$ cat config.mk
export PLATFORM = sky130hd
export DESIGN_NAME = lru_key_value_cache_unit_flat
export DESIGN_NICKNAME = d
export VERILOG_FILES = /design/src/hdl/lkv_pkg.sv /design/src/hdl/lkv_req_if.sv /design/src/hdl/lkv_rsp_if.sv /design/src/hdl/lkv_ram.sv /design/src/hdl/lkv_scan.sv /design/src/hdl/lru_key_value_cache_unit.sv /design/src/flat_wrapper.sv
export SDC_FILE = /design/constraint.sdc
export NUM_CORES = 2
export LEC_CHECK = 0
export BUFFER_PORTS_ARGS = -buffer_cell sky130_fd_sc_hd__buf_2
export CORE_MARGIN = 4
export CORE_UTILIZATION = 40
export CTS_CLUSTER_SIZE = 24
export DETAILED_ROUTE_END_ITERATION = 8
export HOLD_SLACK_MARGIN = 0.05
export PLACE_DENSITY = 0.66
export SYNTH_ARGS = -nofsm -noshare
export SYNTH_HDL_FRONTEND = slang
export SYNTH_SLANG_ARGS = --single-unit
$ cat constraint.sdc
create_clock -name i_clk -period 7.5 [get_ports i_clk]
set_input_delay 0.75 -clock i_clk [delete_from_list [all_inputs] [get_ports i_clk]]
set_output_delay 0.75 -clock i_clk [all_outputs]
set_load 0.05 [all_outputs]
$ cat src/hdl/lkv_pkg.sv
// -----------------------------------------------------------------------------
// lkv_pkg
// Shared types and constants for the LRU key-value cache: default sizes,
// operation and register codes, sequencer states and scan control groups.
// -----------------------------------------------------------------------------
package lkv_pkg;

    // Default sizes handed to the top-level parameters.
    localparam int MAX_ENTRIES_DEF = 16;
    localparam int KEY_WIDTH_DEF   = 32;
    localparam int VALUE_WIDTH_DEF = 32;

    // Configuration port.
    localparam int APB_AW = 2;
    localparam int APB_DW = 32;
    localparam int CAP_W  = 5;

    localparam logic [APB_AW-1:0] REG_CAPACITY = 2'd0;
    localparam logic [CAP_W-1:0]  CAP_RESET    = 5'd16;

    // Operation codes carried in the func field.
    localparam logic FUNC_LOOKUP = 1'b0;
    localparam logic FUNC_WRITE  = 1'b1;

    // Sequencer states.
    typedef enum logic [3:0] {
        ST_IDLE   = 4'b0001,
        ST_SCAN   = 4'b0010,
        ST_UPDATE = 4'b0100,
        ST_RESP   = 4'b1000
    } t_state;

    // Control from the sequencer to the scan unit.
    typedef struct packed {
        logic clear;
        logic cmp_en;
        logic cmp_valid;
    } t_scan_ctl;

    // Status from the scan unit back to the sequencer.
    typedef struct packed {
        logic hit;
        logic lru_seen;
        logic free_found;
    } t_scan_flags;

endpackage

$ cat src/hdl/lkv_req_if.sv
// -----------------------------------------------------------------------------
// lkv_req_if
// Request channel: one lookup or write operation per transaction.
// -----------------------------------------------------------------------------
interface lkv_req_if #(
    parameter int KEY_W = lkv_pkg::KEY_WIDTH_DEF,
    parameter int VAL_W = lkv_pkg::VALUE_WIDTH_DEF
) ();
    logic                    valid;
    logic                    ready;
    logic                    func;
    logic signed [KEY_W-1:0] key;
    logic signed [VAL_W-1:0] value;

    modport source (output valid, output func, output key, output value, input ready);
    modport sink   (input valid, input func, input key, input value, output ready);
endinterface

$ cat src/hdl/lkv_rsp_if.sv
// -----------------------------------------------------------------------------
// lkv_rsp_if
// Response channel: hit flag, read value and eviction report per transaction.
// -----------------------------------------------------------------------------
interface lkv_rsp_if #(
    parameter int KEY_W = lkv_pkg::KEY_WIDTH_DEF,
    parameter int VAL_W = lkv_pkg::VALUE_WIDTH_DEF
) ();
    logic                    valid;
    logic                    ready;
    logic                    hit;
    logic signed [VAL_W-1:0] read_value;
    logic                    evicted;
    logic signed [KEY_W-1:0] evicted_key;

    modport source (output valid, output hit, output read_value, output evicted,
                    output evicted_key, input ready);
    modport sink   (input valid, input hit, input read_value, input evicted,
                    input evicted_key, output ready);
endinterface

$ cat src/hdl/lkv_ram.sv
// -----------------------------------------------------------------------------
// lkv_ram
// Generic single-port RAM with synchronous write and registered read.
// -----------------------------------------------------------------------------
module lkv_ram #(
    parameter int WIDTH = 32,
    parameter int DEPTH = 16,
    localparam int ADDR_W = (DEPTH > 1) ? $clog2(DEPTH) : 1
) (
    input  logic              i_clk,
    input  logic              i_we,
    input  logic [ADDR_W-1:0] i_addr,
    input  logic [WIDTH-1:0]  i_wdata,
    output logic [WIDTH-1:0]  o_rdata
);

    logic [WIDTH-1:0] r_mem [DEPTH];
    logic [WIDTH-1:0] r_rdata;

    // Write port and registered read port.
    always_ff @(posedge i_clk) begin
        if (i_we) begin
            r_mem[i_addr] <= i_wdata;
        end
        r_rdata <= r_mem[i_addr];
    end

    assign o_rdata = r_rdata;

endmodule

$ cat src/hdl/lkv_scan.sv
// -----------------------------------------------------------------------------
// lkv_scan
// Shared compare unit. One entry per cycle it checks the stored key against
// the requested key, the entry's rank against the oldest rank, and the valid
// bit for the first free slot, and keeps what it finds for the update step.
// -----------------------------------------------------------------------------
module lkv_scan #(
    parameter int IDX_W = 4,
    parameter int KEY_W = 32,
    parameter int VAL_W = 32
) (
    input  logic                 i_clk,
    input  logic                 i_rst_n,
    input  lkv_pkg::t_scan_ctl   i_ctl,
    input  logic [IDX_W-1:0]     i_cmp_idx,
    input  logic [IDX_W-1:0]     i_cmp_rank,
    input  logic [IDX_W-1:0]     i_lru_rank,
    input  logic [KEY_W-1:0]     i_key,
    input  logic [KEY_W-1:0]     i_rd_key,
    input  logic [VAL_W-1:0]     i_rd_val,
    output lkv_pkg::t_scan_flags o_flags,
    output logic [IDX_W-1:0]     o_hit_idx,
    output logic [IDX_W-1:0]     o_hit_rank,
    output logic [VAL_W-1:0]     o_hit_val,
    output logic [IDX_W-1:0]     o_lru_idx,
    output logic [KEY_W-1:0]     o_lru_key,
    output logic [IDX_W-1:0]     o_free_idx
);

    lkv_pkg::t_scan_flags r_flags;
    logic [IDX_W-1:0]     r_hit_idx;
    logic [IDX_W-1:0]     r_hit_rank;
    logic [VAL_W-1:0]     r_hit_val;
    logic [IDX_W-1:0]     r_lru_idx;
    logic [KEY_W-1:0]     r_lru_key;
    logic [IDX_W-1:0]     r_free_idx;

    logic w_key_eq;
    logic w_is_lru;
    logic w_is_free;

    // The one comparator set shared by every entry of the scan.
    assign w_key_eq  = i_ctl.cmp_en && i_ctl.cmp_valid && (i_rd_key == i_key);
    assign w_is_lru  = i_ctl.cmp_en && i_ctl.cmp_valid && (i_cmp_rank == i_lru_rank);
    assign w_is_free = i_ctl.cmp_en && !i_ctl.cmp_valid && !r_flags.free_found;

    // Status flags restart with each new operation.
    always_ff @(posedge i_clk) begin
        if (!i_rst_n) begin
            r_flags <= '0;
        end else if (i_ctl.clear) begin
            r_flags <= '0;
        end else begin
            if (w_key_eq) begin
                r_flags.hit <= 1'b1;
            end
            if (w_is_lru) begin
                r_flags.lru_seen <= 1'b1;
            end
            if (w_is_free) begin
                r_flags.free_found <= 1'b1;
            end
        end
    end

    // Captured entry data; only meaningful where its flag is set.
    always_ff @(posedge i_clk) begin
        if (w_key_eq) begin
            r_hit_idx  <= i_cmp_idx;
            r_hit_rank <= i_cmp_rank;
            r_hit_val  <= i_rd_val;
        end
        if (w_is_lru) begin
            r_lru_idx <= i_cmp_idx;
            r_lru_key <= i_rd_key;
        end
        if (w_is_free) begin
            r_free_idx <= i_cmp_idx;
        end
    end

    assign o_flags    = r_flags;
    assign o_hit_idx  = r_hit_idx;
    assign o_hit_rank = r_hit_rank;
    assign o_hit_val  = r_hit_val;
    assign o_lru_idx  = r_lru_idx;
    assign o_lru_key  = r_lru_key;
    assign o_free_idx = r_free_idx;

endmodule

$ cat src/hdl/lru_key_value_cache_unit.sv
// -----------------------------------------------------------------------------
// lru_key_value_cache_unit
// Fully associative key-value cache with least-recently-used replacement.
// Lookups and writes are resolved by a sequential scan over all entries.
// -----------------------------------------------------------------------------
//   Channel   Direction  Handshake          Contents
//   i_req     in         valid / ready      func, key, value
//   o_rsp     out        valid / ready      hit, read_value, evicted, evicted_key
//   APB       in / out   psel/penable/pready capacity register at byte address 0
//
// Each operation goes from accepting in idle to a scan, which reads one entry
// per cycle from the key and value RAM port, then to an update of ranks and
// storage, and last to a step that hands off the result.
// Reset clears the valid bits, ranks, entry count and sets capacity to 16; the
// key and value RAMs need no clearing pass. A result waiting in the output
// register does not block the next request; a second finished result waits.
// -----------------------------------------------------------------------------
module lru_key_value_cache_unit #(
    parameter int MAX_ENTRIES = lkv_pkg::MAX_ENTRIES_DEF,
    parameter int KEY_WIDTH   = lkv_pkg::KEY_WIDTH_DEF,
    parameter int VALUE_WIDTH = lkv_pkg::VALUE_WIDTH_DEF
) (
    input  logic                       i_clk,
    input  logic                       i_rst_n,
    lkv_req_if.sink                    i_req,
    lkv_rsp_if.source                  o_rsp,
    input  logic                       psel,
    input  logic                       penable,
    input  logic                       pwrite,
    input  logic [lkv_pkg::APB_AW-1:0] paddr,
    input  logic [lkv_pkg::APB_DW-1:0] pwdata,
    output logic [lkv_pkg::APB_DW-1:0] prdata,
    output logic                       pready
);

    localparam int IDX_W = (MAX_ENTRIES > 1) ? $clog2(MAX_ENTRIES) : 1;
    localparam int CNT_W = $clog2(MAX_ENTRIES + 1);
    localparam int CMP_W = (CNT_W > lkv_pkg::CAP_W) ? CNT_W : lkv_pkg::CAP_W;

    lkv_pkg::t_state            r_state;
    logic [lkv_pkg::CAP_W-1:0]  r_capacity;
    logic                       r_func;
    logic [KEY_WIDTH-1:0]       r_key;
    logic [VALUE_WIDTH-1:0]     r_value;
    logic [CNT_W-1:0]           r_step;
    logic                       r_cmp_en;
    logic [IDX_W-1:0]           r_cmp_idx;
    logic [MAX_ENTRIES-1:0]     r_valid;
    logic [IDX_W-1:0]           r_rank [MAX_ENTRIES];
    logic [CNT_W-1:0]           r_count;

    logic                       r_res_hit;
    logic [VALUE_WIDTH-1:0]     r_res_rval;
    logic                       r_res_ev;
    logic [KEY_WIDTH-1:0]       r_res_evkey;

    logic                       r_rsp_vld;
    logic                       r_rsp_hit;
    logic [VALUE_WIDTH-1:0]     r_rsp_rval;
    logic                       r_rsp_ev;
    logic [KEY_WIDTH-1:0]       r_rsp_evkey;

    logic                       w_accept;
    logic                       w_cfg_wr;
    logic                       w_out_free;
    lkv_pkg::t_scan_ctl         w_ctl;
    lkv_pkg::t_scan_flags       w_flags;
    logic [IDX_W-1:0]           w_hit_idx;
    logic [IDX_W-1:0]           w_hit_rank;
    logic [VALUE_WIDTH-1:0]     w_hit_val;
    logic [IDX_W-1:0]           w_lru_idx;
    logic [KEY_WIDTH-1:0]       w_lru_key;
    logic [IDX_W-1:0]           w_free_idx;
    logic [CNT_W-1:0]           w_cnt_m1;
    logic [CMP_W-1:0]           w_cap_ext;
    logic [CMP_W-1:0]           w_max_ext;
    logic [CMP_W-1:0]           w_cap_eff;
    logic                       w_insert;
    logic                       w_evict;
    logic                       w_do_ins;
    logic                       w_touch;
    logic [IDX_W-1:0]           w_slot;
    logic [IDX_W-1:0]           w_ram_addr;
    logic                       w_key_we;
    logic                       w_val_we;
    logic [KEY_WIDTH-1:0]       w_rd_key;
    logic [VALUE_WIDTH-1:0]     w_rd_val;

    // Configuration port: capacity register, writes complete in the access phase.
    assign pready   = 1'b1;
    assign w_cfg_wr = psel && penable && pwrite && (paddr == lkv_pkg::REG_CAPACITY);
    assign prdata   = (paddr == lkv_pkg::REG_CAPACITY)
                    ? {{(lkv_pkg::APB_DW - lkv_pkg::CAP_W){1'b0}}, r_capacity}
                    : '0;

    always_ff @(posedge i_clk) begin
        if (!i_rst_n) begin
            r_capacity <= lkv_pkg::CAP_RESET;
        end else if (w_cfg_wr) begin
            r_capacity <= pwdata[lkv_pkg::CAP_W-1:0];
        end
    end

    // Request handshake: a new operation enters only from idle.
    assign i_req.ready = (r_state == lkv_pkg::ST_IDLE);
    assign w_accept    = i_req.valid && i_req.ready;

    always_ff @(posedge i_clk) begin
        if (w_accept) begin
            r_func  <= i_req.func;
            r_key   <= i_req.key;
            r_value <= i_req.value;
        end
    end

    // Effective capacity is held between one and the number of entries.
    assign w_cap_ext = CMP_W'(r_capacity);
    assign w_max_ext = CMP_W'(MAX_ENTRIES);
    always_comb begin
        if (w_cap_ext == '0) begin
            w_cap_eff = CMP_W'(1);
        end else if (w_cap_ext > w_max_ext) begin
            w_cap_eff = w_max_ext;
        end else begin
            w_cap_eff = w_cap_ext;
        end
    end

    // The oldest valid entry always holds rank count - 1.
    assign w_cnt_m1 = r_count - CNT_W'(1);

    // Shared scan unit.
    assign w_ctl.clear     = w_accept;
    assign w_ctl.cmp_en    = r_cmp_en;
    assign w_ctl.cmp_valid = r_valid[r_cmp_idx];

    lkv_scan #(
        .IDX_W (IDX_W),
        .KEY_W (KEY_WIDTH),
        .VAL_W (VALUE_WIDTH)
    ) u_scan (
        .i_clk      (i_clk),
        .i_rst_n    (i_rst_n),
        .i_ctl      (w_ctl),
        .i_cmp_idx  (r_cmp_idx),
        .i_cmp_rank (r_rank[r_cmp_idx]),
        .i_lru_rank (w_cnt_m1[IDX_W-1:0]),
        .i_key      (r_key),
        .i_rd_key   (w_rd_key),
        .i_rd_val   (w_rd_val),
        .o_flags    (w_flags),
        .o_hit_idx  (w_hit_idx),
        .o_hit_rank (w_hit_rank),
        .o_hit_val  (w_hit_val),
        .o_lru_idx  (w_lru_idx),
        .o_lru_key  (w_lru_key),
        .o_free_idx (w_free_idx)
    );

    // Decision made from the scan results.
    assign w_insert = !w_flags.hit && (r_func == lkv_pkg::FUNC_WRITE);
    assign w_evict  = w_insert && w_flags.lru_seen && (CMP_W'(r_count) >= w_cap_eff);
    assign w_do_ins = w_insert && (w_evict || w_flags.free_found);
    assign w_touch  = w_flags.hit || w_do_ins;

    always_comb begin
        if (w_flags.hit) begin
            w_slot = w_hit_idx;
        end else if (w_evict) begin
            w_slot = w_lru_idx;
        end else begin
            w_slot = w_free_idx;
        end
    end

    // Storage: the scan reads through the RAM port, the update writes through it.
    assign w_ram_addr = (r_state == lkv_pkg::ST_UPDATE) ? w_slot : r_step[IDX_W-1:0];
    assign w_key_we   = (r_state == lkv_pkg::ST_UPDATE) && w_do_ins;
    assign w_val_we   = (r_state == lkv_pkg::ST_UPDATE)
                      && (w_do_ins || (w_flags.hit && (r_func == lkv_pkg::FUNC_WRITE)));

    lkv_ram #(
        .WIDTH (KEY_WIDTH),
        .DEPTH (MAX_ENTRIES)
    ) u_key_ram (
        .i_clk   (i_clk),
        .i_we    (w_key_we),
        .i_addr  (w_ram_addr),
        .i_wdata (r_key),
        .o_rdata (w_rd_key)
    );

    lkv_ram #(
        .WIDTH (VALUE_WIDTH),
        .DEPTH (MAX_ENTRIES)
    ) u_val_ram (
        .i_clk   (i_clk),
        .i_we    (w_val_we),
        .i_addr  (w_ram_addr),
        .i_wdata (r_value),
        .o_rdata (w_rd_val)
    );

    // Sequencer.
    assign w_out_free = !r_rsp_vld || o_rsp.ready;

    always_ff @(posedge i_clk) begin
        if (!i_rst_n) begin
            r_state  <= lkv_pkg::ST_IDLE;
            r_step   <= '0;
            r_cmp_en <= 1'b0;
        end else begin
            r_cmp_en <= 1'b0;
            case (r_state)
                lkv_pkg::ST_IDLE: begin
                    r_step <= '0;
                    if (w_accept) begin
                        r_state <= lkv_pkg::ST_SCAN;
                    end
                end
                lkv_pkg::ST_SCAN: begin
                    if (r_step == CNT_W'(MAX_ENTRIES)) begin
                        r_state <= lkv_pkg::ST_UPDATE;
                    end else begin
                        r_cmp_en <= 1'b1;
                        r_step   <= r_step + CNT_W'(1);
                    end
                end
                lkv_pkg::ST_UPDATE: begin
                    r_state <= lkv_pkg::ST_RESP;
                end
                lkv_pkg::ST_RESP: begin
                    if (w_out_free) begin
                        r_state <= lkv_pkg::ST_IDLE;
                    end
                end
                default: begin
                    r_state <= lkv_pkg::ST_IDLE;
                end
            endcase
        end
    end

    // The compare stage sees the entry addressed in the previous cycle.
    always_ff @(posedge i_clk) begin
        r_cmp_idx <= r_step[IDX_W-1:0];
    end

    // Valid bits, recency ranks and entry count change in the update step.
    always_ff @(posedge i_clk) begin
        if (!i_rst_n) begin
            r_valid <= '0;
            r_count <= '0;
            for (int i = 0; i < MAX_ENTRIES; i++) begin
                r_rank[i] <= '0;
            end
        end else if ((r_state == lkv_pkg::ST_UPDATE) && w_touch) begin
            for (int i = 0; i < MAX_ENTRIES; i++) begin
                if (IDX_W'(i) == w_slot) begin
                    r_rank[i] <= '0;
                end else if (r_valid[i] && (w_do_ins || (r_rank[i] < w_hit_rank))) begin
                    r_rank[i] <= r_rank[i] + IDX_W'(1);
                end
            end
            if (w_do_ins) begin
                r_valid[w_slot] <= 1'b1;
                if (!w_evict) begin
                    r_count <= r_count + CNT_W'(1);
                end
            end
        end
    end

    // Result of the operation, held until the output register is free.
    always_ff @(posedge i_clk) begin
        if (r_state == lkv_pkg::ST_UPDATE) begin
            r_res_hit   <= w_flags.hit;
            r_res_rval  <= (w_flags.hit && (r_func == lkv_pkg::FUNC_LOOKUP)) ? w_hit_val : '0;
            r_res_ev    <= w_evict;
            r_res_evkey <= w_evict ? w_lru_key : '0;
        end
    end

    // Output register.
    always_ff @(posedge i_clk) begin
        if (!i_rst_n) begin
            r_rsp_vld <= 1'b0;
        end else if ((r_state == lkv_pkg::ST_RESP) && w_out_free) begin
            r_rsp_vld <= 1'b1;
        end else if (o_rsp.ready) begin
            r_rsp_vld <= 1'b0;
        end
    end

    always_ff @(posedge i_clk) begin
        if ((r_state == lkv_pkg::ST_RESP) && w_out_free) begin
            r_rsp_hit   <= r_res_hit;
            r_rsp_rval  <= r_res_rval;
            r_rsp_ev    <= r_res_ev;
            r_rsp_evkey <= r_res_evkey;
        end
    end

    assign o_rsp.valid       = r_rsp_vld;
    assign o_rsp.hit         = r_rsp_hit;
    assign o_rsp.read_value  = r_rsp_rval;
    assign o_rsp.evicted     = r_rsp_ev;
    assign o_rsp.evicted_key = r_rsp_evkey;

endmodule
$ cat src/flat_wrapper.sv
// flat-port wrapper written by rule: the top's interface ports become plain ports
module lru_key_value_cache_unit_flat 
#(
    parameter int MAX_ENTRIES = lkv_pkg::MAX_ENTRIES_DEF,
    parameter int KEY_WIDTH   = lkv_pkg::KEY_WIDTH_DEF,
    parameter int VALUE_WIDTH = lkv_pkg::VALUE_WIDTH_DEF
)
  (i_clk, i_rst_n, psel, penable, pwrite, paddr, pwdata, prdata, pready, i_req_valid, i_req_func, i_req_key, i_req_value, i_req_ready, o_rsp_valid, o_rsp_hit, o_rsp_read_value, o_rsp_evicted, o_rsp_evicted_key, o_rsp_ready);
  lkv_req_if i_req_i ();
  lkv_rsp_if o_rsp_i ();
  input  logic i_clk;
  input  logic i_rst_n;
  input  logic psel;
  input  logic penable;
  input  logic pwrite;
  input  logic [lkv_pkg::APB_AW-1:0] paddr;
  input  logic [lkv_pkg::APB_DW-1:0] pwdata;
  output logic [lkv_pkg::APB_DW-1:0] prdata;
  output logic pready;
  input wire logic [$bits(i_req_i.valid)-1:0] i_req_valid;
  input wire logic [$bits(i_req_i.func)-1:0] i_req_func;
  input wire logic [$bits(i_req_i.key)-1:0] i_req_key;
  input wire logic [$bits(i_req_i.value)-1:0] i_req_value;
  output wire logic [$bits(i_req_i.ready)-1:0] i_req_ready;
  output wire logic [$bits(o_rsp_i.valid)-1:0] o_rsp_valid;
  output wire logic [$bits(o_rsp_i.hit)-1:0] o_rsp_hit;
  output wire logic [$bits(o_rsp_i.read_value)-1:0] o_rsp_read_value;
  output wire logic [$bits(o_rsp_i.evicted)-1:0] o_rsp_evicted;
  output wire logic [$bits(o_rsp_i.evicted_key)-1:0] o_rsp_evicted_key;
  input wire logic [$bits(o_rsp_i.ready)-1:0] o_rsp_ready;
  assign i_req_i.valid = i_req_valid;
  assign i_req_i.func = i_req_func;
  assign i_req_i.key = i_req_key;
  assign i_req_i.value = i_req_value;
  assign i_req_ready = i_req_i.ready;
  assign o_rsp_valid = o_rsp_i.valid;
  assign o_rsp_hit = o_rsp_i.hit;
  assign o_rsp_read_value = o_rsp_i.read_value;
  assign o_rsp_evicted = o_rsp_i.evicted;
  assign o_rsp_evicted_key = o_rsp_i.evicted_key;
  assign o_rsp_i.ready = o_rsp_ready;
  lru_key_value_cache_unit #(.MAX_ENTRIES(MAX_ENTRIES), .KEY_WIDTH(KEY_WIDTH), .VALUE_WIDTH(VALUE_WIDTH)) u_core (.i_clk(i_clk), .i_rst_n(i_rst_n), .i_req(i_req_i), .o_rsp(o_rsp_i), .psel(psel), .penable(penable), .pwrite(pwrite), .paddr(paddr), .pwdata(pwdata), .prdata(prdata), .pready(pready));
endmodule
==> flow_metrics.tcl <==
set metrics [dict create \
    status "completed" \
    worstPathArrival_ns 6.45 \
    tightestPinTransition_ns 1.30 \
    cts_resized 0 \
    fillers 16524 \
    powerDensity_nw_per_um2 207 \
    layout_common_cells "edfxtp_1, mux2i_1, a21oi_1, o22ai_1, o21ai_0" \
    avgSynthCellArea_um2 12.3 \
    ir_drop_mv 0.244 \
    ctsHoldBuffers 4 \
    clock.fmax_ghz 0.174 \
    finalSetupViolCount 0 \
    synth_edf_count 1365 \
    synth_cells 6092 \
    grt_max_degree 165 \
    slew_violations 0 \
    design_area_um2 83300 \
    cp-end-kind "register" \
    die_w_um 441 \
    vias_per_cell 6.35 \
    ant_nets 0 \
    multi_input_area_um2 29900 \
    dp_hpwl_um 118000 \
    rsz0062_at_grt "false" \
    layout_commonest_cell "edfxtp_1" \
    grt_antenna_before_repair 8 \
    io_buffer_count 151 \
    critPathLaunchType "register" \
    grt_first_pass_wirelength_um 333000 \
    ios 207 \
    cts_tree "yes" \
    ys.flop_type "edfxtp_1" \
    synth-seq-cells 1473 \
    synth_cell_types 68 \
    hold_class "input port to register" \
    place_area_um2 78200 \
    cts_sinks 1473 \
    hold_viol 0 \
    wire_per_inst_um 26.3 \
    track_usage 0.223 \
    drc 0 \
    path_clk_slew_ns 0.06 \
    clk_latency_ns 0.84 \
    cellLeakagePower_uw 0.0267 \
    synth_seq_area_share 0.577 \
    yosys_warnings 0 \
    crit_type "register to register" \
    min_period_ns 5.76 \
    skew_ns 0.0300 \
    drive_gt1_frac 0.0974 \
    finalCritPeriodShare 0.768 \
    rows 158 \
    cts.root.buffer_cell "clkbuf_16" \
    grt_overflow_total 0 \
    cts_made_buffers 158 \
    reg_top3 "u_core.u_key_ram.r_mem (512), u_core.u_val_ram.r_mem (512), u_core.r_rank (64)" \
    dieArea_um2 194000 \
    cp.required_ns 8.19 \
    drtPass1Iterations 6 \
    vias 54881 \
    start_util 0.403 \
    core_um2 186000 \
    setup_tns_ns 0 \
    crit_chain "inv_1, nand2_1, ha_1, a21oi_1, o21ai_1, a21oi_2, mux2_8, nor2_4, buf_12, buf_4, mux2_1, o41ai_1, nand4_1" \
    maxSlewHeadroom 0.122 \
    async_flop_share 0 \
    gp_congestion 0.804 \
    path_max_fanout 90 \
    regArea_um2 43200 \
    routed_wl_um 227000 \
    clock_path_buffers 3 \
    slowest_stage "buf_4" \
    postCtsSetupBuffers 0 \
    netlist_area_um2 74800 \
    die_h_um 441 \
    drv_cap 0 \
    htree_levels 4 \
    crit_path_max_incr_delay_ns 0.95 \
    drt_first_iter_violations 6397 \
    nNetsFinal 6205 \
    areaGrowthSynthToFinish_pct 11.3 \
    first_global_vias 53292 \
]
[cell families after synthesis]
family,count (synthesis),synth area share
AOI/OAI and AO/OA,1913,0.145
xor gates and xnor gates,76,0.00889
adders and majority gates,73,0.0122
buffers and inverters,568,0.0308
DFF,1473,0.577
muxes,1319,0.181
other,2,0.000100
and+or+nand+nor,668,0.0455
[critical path, delay by kind of cell, from the launching register on]
family	cells	cell delay [ns]
AOI/OAI and AO/OA	4	1.45
adders and majority gates	1	0.31
buffers and inverters	3	1.66
DFF	1	0.33
muxes	2	1.10
and+or+nand+nor	3	0.55
[cell type report]
class | count | area share
sequential | 1473 | 0.518
clock buffer | 212 | 0.0520
timing repair buffer | 286 | 0.0236
clock inverter | 83 | 0.00910
inverter | 30 | 0.00144
tap | 2480 | 0.0372
antenna | 2 | 0.0000601
multi-input combinational | 4077 | 0.359
[synth_stat cells, types with 11 or more instances]
master     instances  area [µm²]
edfxtp_1        1365       41000
mux2i_1         1284       12900
a21oi_1          727        3640
o22ai_1          495        3100
o21ai_0          471        2360
clkbuf_1         420        1580
nand3_1          264        1320
nor2_1           147         552
dfxtp_1          108        2160
ha_1              73         913
nand4_1           64         400
xor2_1            55         482
buf_1             50         188
and3_1            44         275
and2_1            41         257
buf_2             35         175
a21o_1            32         240
buf_4             32         240
nand2_1           32         120
inv_1             29         109
o221ai_1          28         245
mux4_2            25         563
nand2b_1          25         156
a221oi_1          23         201
xnor2_1           21         184
a211oi_1          18         135
a211o_1           17         149
o21ai_1           16        80.1
a31oi_1           15        93.8
nor3_1            14        70.1
o2111ai_1         13         114
nor4_1            11        68.8
[report_power, final]
group / internal (µW) / switching (µW) / leakage, µW / total [µW]
Combinational: 125 / 232 / 0.0109 / 357
Sequential: 9030 / 134 / 0.0133 / 9170
Clock: 4420 / 3300 / 0.00249 / 7720
Total: 13600 / 3670 / 0.0267 / 17200
[worst paths after layout]
path	startpoint	endpoint	slack [ns]	cells after the start
worst max-delay path	u_core.r_capacity[4]	u_core.u_key_ram.o_rdata[4]	1.74	13
worst max register to register	u_core.r_capacity[4]	u_core.u_key_ram.o_rdata[4]	1.74	13
worst min register to register	u_core.u_val_ram.o_rdata[11]	u_core.u_scan.o_hit_val[11]	0.40	0
worst min-delay path	i_req_value[22]	u_core.r_value[22]	0.1	1
[stage by stage]
stage	instances	setup WS (ns)	power (µW)	hold slack (ns)	util
final	8643	1.74	17200	0.0989	0.448
after global routing	8643	1.54	17700	0.0696	0.448
after CTS	8641	1.79	17400	0.0580	0.448
after detailed placement	8342	1.83	9690	0.391	0.421
after global placement	8342	1.88	9680	0.391	0.421
after floorplan	6118	1.29	9520	0.354	-
[layer usage]
layer / routed length [µm] / up-vias / track usage
met1: 93200 / 27674 / 0.296
met5: 31 / - / 0
met3: 19300 / 496 / 0.0384
met4: 8230 / 4 / 0.0918
li1: - / 23824 / -
met2: 107000 / 2883 / 0.362
Power figures use the tool's default switching activity.
